### src/rtl/ensc_pkg.sv
package ensc_pkg;

   localparam int unsigned CSR_IDX_W = 3;
   localparam int unsigned CSR_DATA_W = 48;

   // register indexes of the configuration port
   typedef enum logic [CSR_IDX_W-1:0] {
      CSR_CAL_TEMP    = 3'd0,
      CSR_CAL_PRESS_A = 3'd1,
      CSR_CAL_PRESS_B = 3'd2,
      CSR_CAL_PRESS_C = 3'd3,
      CSR_CAL_HUM_A   = 3'd4,
      CSR_CAL_HUM_B   = 3'd5
   } csr_reg_type;

   // pipeline depths, counted in register stages from the accepted request
   localparam int unsigned FINE_LAT = 4;
   localparam int unsigned TEMP_LAT = 5;
   localparam int unsigned HUM_LAT = 12;
   localparam int unsigned DIV_STAGES = 32;
   localparam int unsigned PIPE_LAT = FINE_LAT + 6 + DIV_STAGES + 3;

   localparam logic [31:0] HUM_MAX = 32'd419430400;

   // calibration words, already extended to 32 bits
   typedef struct packed {
      logic [31:0] t1;
      logic [31:0] t2;
      logic [31:0] t3;
      logic [31:0] p1;
      logic [31:0] p2;
      logic [31:0] p3;
      logic [31:0] p4;
      logic [31:0] p5;
      logic [31:0] p6;
      logic [31:0] p7;
      logic [31:0] p8;
      logic [31:0] p9;
      logic [31:0] h1;
      logic [31:0] h2;
      logic [31:0] h3;
      logic [31:0] h4;
      logic [31:0] h5;
      logic [31:0] h6;
   } cal_type;

   typedef struct packed {
      logic dbl;
      logic zero;
   } div_tag_type;

   typedef struct packed {
      logic [31:0] rem;
      logic [31:0] dvd;
      logic [31:0] quo;
      logic [31:0] dsr;
      div_tag_type tag;
   } div_stage_type;

   function automatic logic [31:0] asr(input logic [31:0] x, input int unsigned n);
      return 32'($signed(x) >>> n);
   endfunction

   function automatic logic [31:0] sx16(input logic [15:0] v);
      return {{16{v[15]}}, v};
   endfunction

   function automatic logic [31:0] sx8(input logic [7:0] v);
      return {{24{v[7]}}, v};
   endfunction

endpackage

### src/rtl/ensc_temp.sv
module ensc_temp (
   input  logic              clock,
   input  logic              adv,
   input  logic [19:0]       adc_temp,
   input  ensc_pkg::cal_type cal,
   output logic [31:0]       fine,
   output logic [31:0]       temp
);
   import ensc_pkg::*;

   logic [31:0] a_ff, d_ff, m1_ff, dd_ff, v1_ff, m2_ff, fine_ff, temp_ff;

   always_ff @(posedge clock) begin
      if (adv) begin
         a_ff    <= 32'(adc_temp >> 3) - (cal.t1 << 1);
         d_ff    <= 32'(adc_temp >> 4) - cal.t1;
         m1_ff   <= a_ff * cal.t2;
         dd_ff   <= d_ff * d_ff;
         v1_ff   <= asr(m1_ff, 11);
         m2_ff   <= asr(dd_ff, 12) * cal.t3;
         fine_ff <= v1_ff + asr(m2_ff, 14);
         // fine * 5 as shift and add
         temp_ff <= asr((fine_ff << 2) + fine_ff + 32'd128, 8);
      end
   end

   assign fine = fine_ff;
   assign temp = temp_ff;

endmodule

### config.mk
export PLATFORM = sky130hd
export DESIGN_NAME = ensc_temp
export DESIGN_NICKNAME = d
export VERILOG_FILES = /design/src/rtl/ensc_pkg.sv /design/src/rtl/ensc_temp.sv
export SDC_FILE = /design/constraint.sdc
export NUM_CORES = 2
export LEC_CHECK = 0
export ABC_AREA = 1
export BUFFER_PORTS_ARGS = -buffer_cell sky130_fd_sc_hd__buf_2
export CELL_PAD_IN_SITES_DETAIL_PLACEMENT = 1
export CELL_PAD_IN_SITES_GLOBAL_PLACEMENT = 2
export CORE_UTILIZATION = 28
export CTS_CLUSTER_DIAMETER = 30
export CTS_CLUSTER_SIZE = 30
export DETAILED_ROUTE_END_ITERATION = 8
export GPL_TIMING_DRIVEN = 0
export HOLD_SLACK_MARGIN = 0.02
export PLACE_DENSITY = 0.72
export SYNTH_ARGS = -nofsm -noshare
export SYNTH_HDL_FRONTEND = slang
export SYNTH_SLANG_ARGS = --single-unit
### constraint.sdc
create_clock -name clock -period 7.9 [get_ports clock]
set_clock_uncertainty 0.2 [all_clocks]
set_input_delay 1.975 -clock clock [delete_from_list [all_inputs] [get_ports clock]]
set_output_delay 1.975 -clock clock [all_outputs]
set_load 0.01 [all_outputs]
==> impl_metrics.tcl <==
set metrics [dict create \
    dr.pass1.iters 5 \
    grt_pass1_wl_um 299000 \
    ys_ff_latch 159 \
    die_x_um 439.1 \
    max_freq_ghz 0.1261 \
    first_iter_violations 2197 \
    critical_path_required_ns 7.98 \
    route.met2.wl_um 97580 \
    setup.worst_path.start_class "input pin" \
    finalSetupViolations 2 \
    cp.buffers_inverters 7 \
    cp_slowest_cell "fa_2" \
    cts_root_buf "clkbuf_16" \
    ys_seq_area_frac 0.08925 \
    async_flop_share 0 \
    yosysTopAreaCell "fa_1" \
    synth_area_um2 53500 \
    core-area_um2 190000 \
    finalHoldViolCount 0 \
    drive_above_1_share 0.1135 \
    cp_max_fo 11 \
    post-place-ws_ns -2.225 \
    dpl_cell_area_um2 57730 \
    cts_hold_buf 0 \
    cts_buffers 17 \
    status "complete, but fails checks" \
    stdcell_area_um2 61180 \
    setup_tns_ns -0.04210 \
    design.die.area_um2 192800 \
    routed_wl_um 197900 \
    path_class "input pin to register" \
    portBuffers 146 \
    rsz0062_at_grt "yes" \
    top_layer "met5" \
    violations "setup timing" \
    clock_latency_ns 0.54 \
    grt.total_usage 0.2101 \
    gp_congestion 0.9103 \
    fin_nets 9064 \
    slew_violations 0 \
    synth.distinct_cells 59 \
    synth.area.top_cells "fa_1 (42%), inv_1 (15%), nand2_1 (12%), ha_1 (10%), edfxtp_1 (8.9%)" \
    yosysWarnings 0 \
    critPathMaxStageDelay_ns 0.65 \
    die-height_um 439.1 \
    cts_tree "yes" \
    tightestPinTransition_ns 1.341 \
    viasPerCell 4.526 \
    ys.flop_type "edfxtp_1" \
    arrival_ns 8.01 \
    critPathTopFamily "adder cells" \
    area_delta_synth_final_pct 14.36 \
    finalCritPeriodShare 1.004 \
    vias 42710 \
    syn-num-nets 8811 \
    critPathMostFrequentCell "fa_1" \
    grt_antenna_before_repair 8 \
    rows 160 \
    synth_edf_count 159 \
    final.min_clock_period_ns 7.933 \
    drc 0 \
    place_inst 9316 \
    cts_buffer_depth 2 \
    ant_nets 0 \
    gr-total-overflow 0 \
    cts_htree_levels 4 \
    initial_utilization 0.2816 \
    layout.cells.non_filler 9437 \
    yosys.area.top_type_share 0.4210 \
    wl_met3_um 9210 \
    cts.reportedPaths.clkPinSlew_ns 0.07 \
    max_cap_violations 0 \
    crit_chain "buf_8 -> clkbuf_16 -> nand2_1 -> inv_1 -> fa_1 -> inv_1 -> fa_2 -> fa_1 -> fa_1 -> inv_1 -> fa_1 -> fa_1 -> fa_1 -> fa_2 -> ha_4 -> buf_4 -> nand2_1 -> inv_1 -> a21oi_2 -> o21ai_2 -> a221oi_2 -> nand2_1 -> xor2_1" \
    cp-end-kind "register" \
    slew-limit-headroom 0.1059 \
    wl_per_cell_um 20.97 \
    grt_pass1_vias 47970 \
    syn_inst 6658 \
    grt_max_degree 109 \
    wl_met1_um 84630 \
    cts.sinks 159 \
    hp-class "register to register" \
    io_pins 662 \
    fin_ws_ns -0.03263 \
    hpwl_um 167800 \
    syn_area_per_cell_um2 8.035 \
]
==> cell type report <==
class | instances | area (um2)
Antenna cell | 2 | 5.005
Buffer | 260 | 2451
Clock buffer | 17 | 425.4
Clock inverter | 15 | 161.4
Fill cell | 22810 | 128800
Inverter | 2129 | 7998
Multi-Input combinational cell | 4095 | 40440
Sequential cell | 159 | 4775
Tap cell | 2511 | 3142
Timing Repair Buffer | 249 | 1775
==> per-stage QoR <==
step,hold WS [ns],util
global placement,0.2017,0.3036
detailed placement,0.2052,0.3038
finish,0.2211,0.3220
floorplan,0.2003,-
CTS,0.2220,0.3182
global route,0.2285,0.3220
==> cell usage in the layout (no fill, tap or decap), types with 38 or more instances in the layout <==
cell type	netlist	final
nand2_2	28	62
nand2_1	1686	1642
buf_4	36	127
nor2_1	127	117
nand3_1	105	100
clkbuf_2	3	38
a21oi_1	156	132
inv_2	10	53
clkbuf_1	157	43
xnor2_1	60	59
xor2_1	115	115
edfxtp_1	159	159
fa_1	1125	1081
ha_1	430	404
o21ai_0	71	61
inv_1	2113	2068
clkbuf_16	0	41
fa_2	0	44
buf_2	26	154
==> logic make-up (layout without fill, tap and decap cells) <==
family | Yosys count | count (layout) | share of synthesized area
compound gates | 326 | 326 | 0.03541
xor+xnor | 178 | 178 | 0.02956
fa+ha+maj | 1555 | 1555 | 0.5216
buf+inv | 2404 | 2670 | 0.1726
flops | 159 | 159 | 0.08925
other cells | 1 | 3 | 0.00007010
simple gates | 2035 | 2035 | 0.1515
==> final timing paths <==
path / start / end / slack (ns) / depth (start not counted)
max: cal[515] / m1_ff[30] / -0.03 / 23
min: m1_ff[19] / v1_ff[8] / 0.22 / 0
max reg2reg: a_ff[6] / dd_ff[31] / 0.16 / 24
min reg2reg: m1_ff[19] / v1_ff[8] / 0.22 / 0
==> sequential cells by signal (all words and copies together) (netlist names) <==
register / cells
a_ff: 31
d_ff: 2
dd_ff: 20
fine: 22
m1_ff: 21
m2_ff: 18
temp: 24
v1_ff: 21
==> what timing repair did <==
action,in CTS,in global routing
gates cloned,0,0
setup buffers,80,22
endpoints found under the setup margin,55,31
gates resized for setup,488,270
hold endpoints to repair,0,0
pin swaps,145,143
==> Yosys cell counts (all sizes together), types with 15 or more instances <==
library cell and n:
nor3 27, o21ai 87, nand4 20, edfxtp 159
a21o 15, nand2 1715, a21oi 159, xnor2 60
o21bai 18, ha 430, xor2 118, nand3 111
buf 115, clkbuf 160, nor2 127, inv 2123
fa 1125
==> per-layer routing <==
| layer | vias up | global-route usage |
|---|---|---|
| li1 | 19340 | - |
| met1 | 22170 | 0.2672 |
| met2 | 945 | 0.3693 |
| met3 | 251 | 0.02724 |
| met4 | 10 | 0.06126 |
| met5 | - | 0 |
==> worst reg2reg max path, cell delays in order (launching register included) <==
cell and delay (ns):
edfxtp_1 0.50, buf_8 0.28, buf_6 0.26, buf_6 0.30
nand2_1 0.24, fa_1 0.50, fa_1 0.51, inv_1 0.05
fa_1 0.53, inv_1 0.06, fa_1 0.49, inv_1 0.05
fa_1 0.49, fa_1 0.57, fa_1 0.43, fa_1 0.49
ha_1 0.41, a21oi_1 0.26, o21ai_0 0.17, nand2_1 0.09
nand2_1 0.06, a31oi_1 0.19, nand2_2 0.16, nand3_1 0.13
nand2_1 0.09
Power is not shown: default switching activity piles up to over one toggle a cycle in this logic, so the estimate is an artifact.
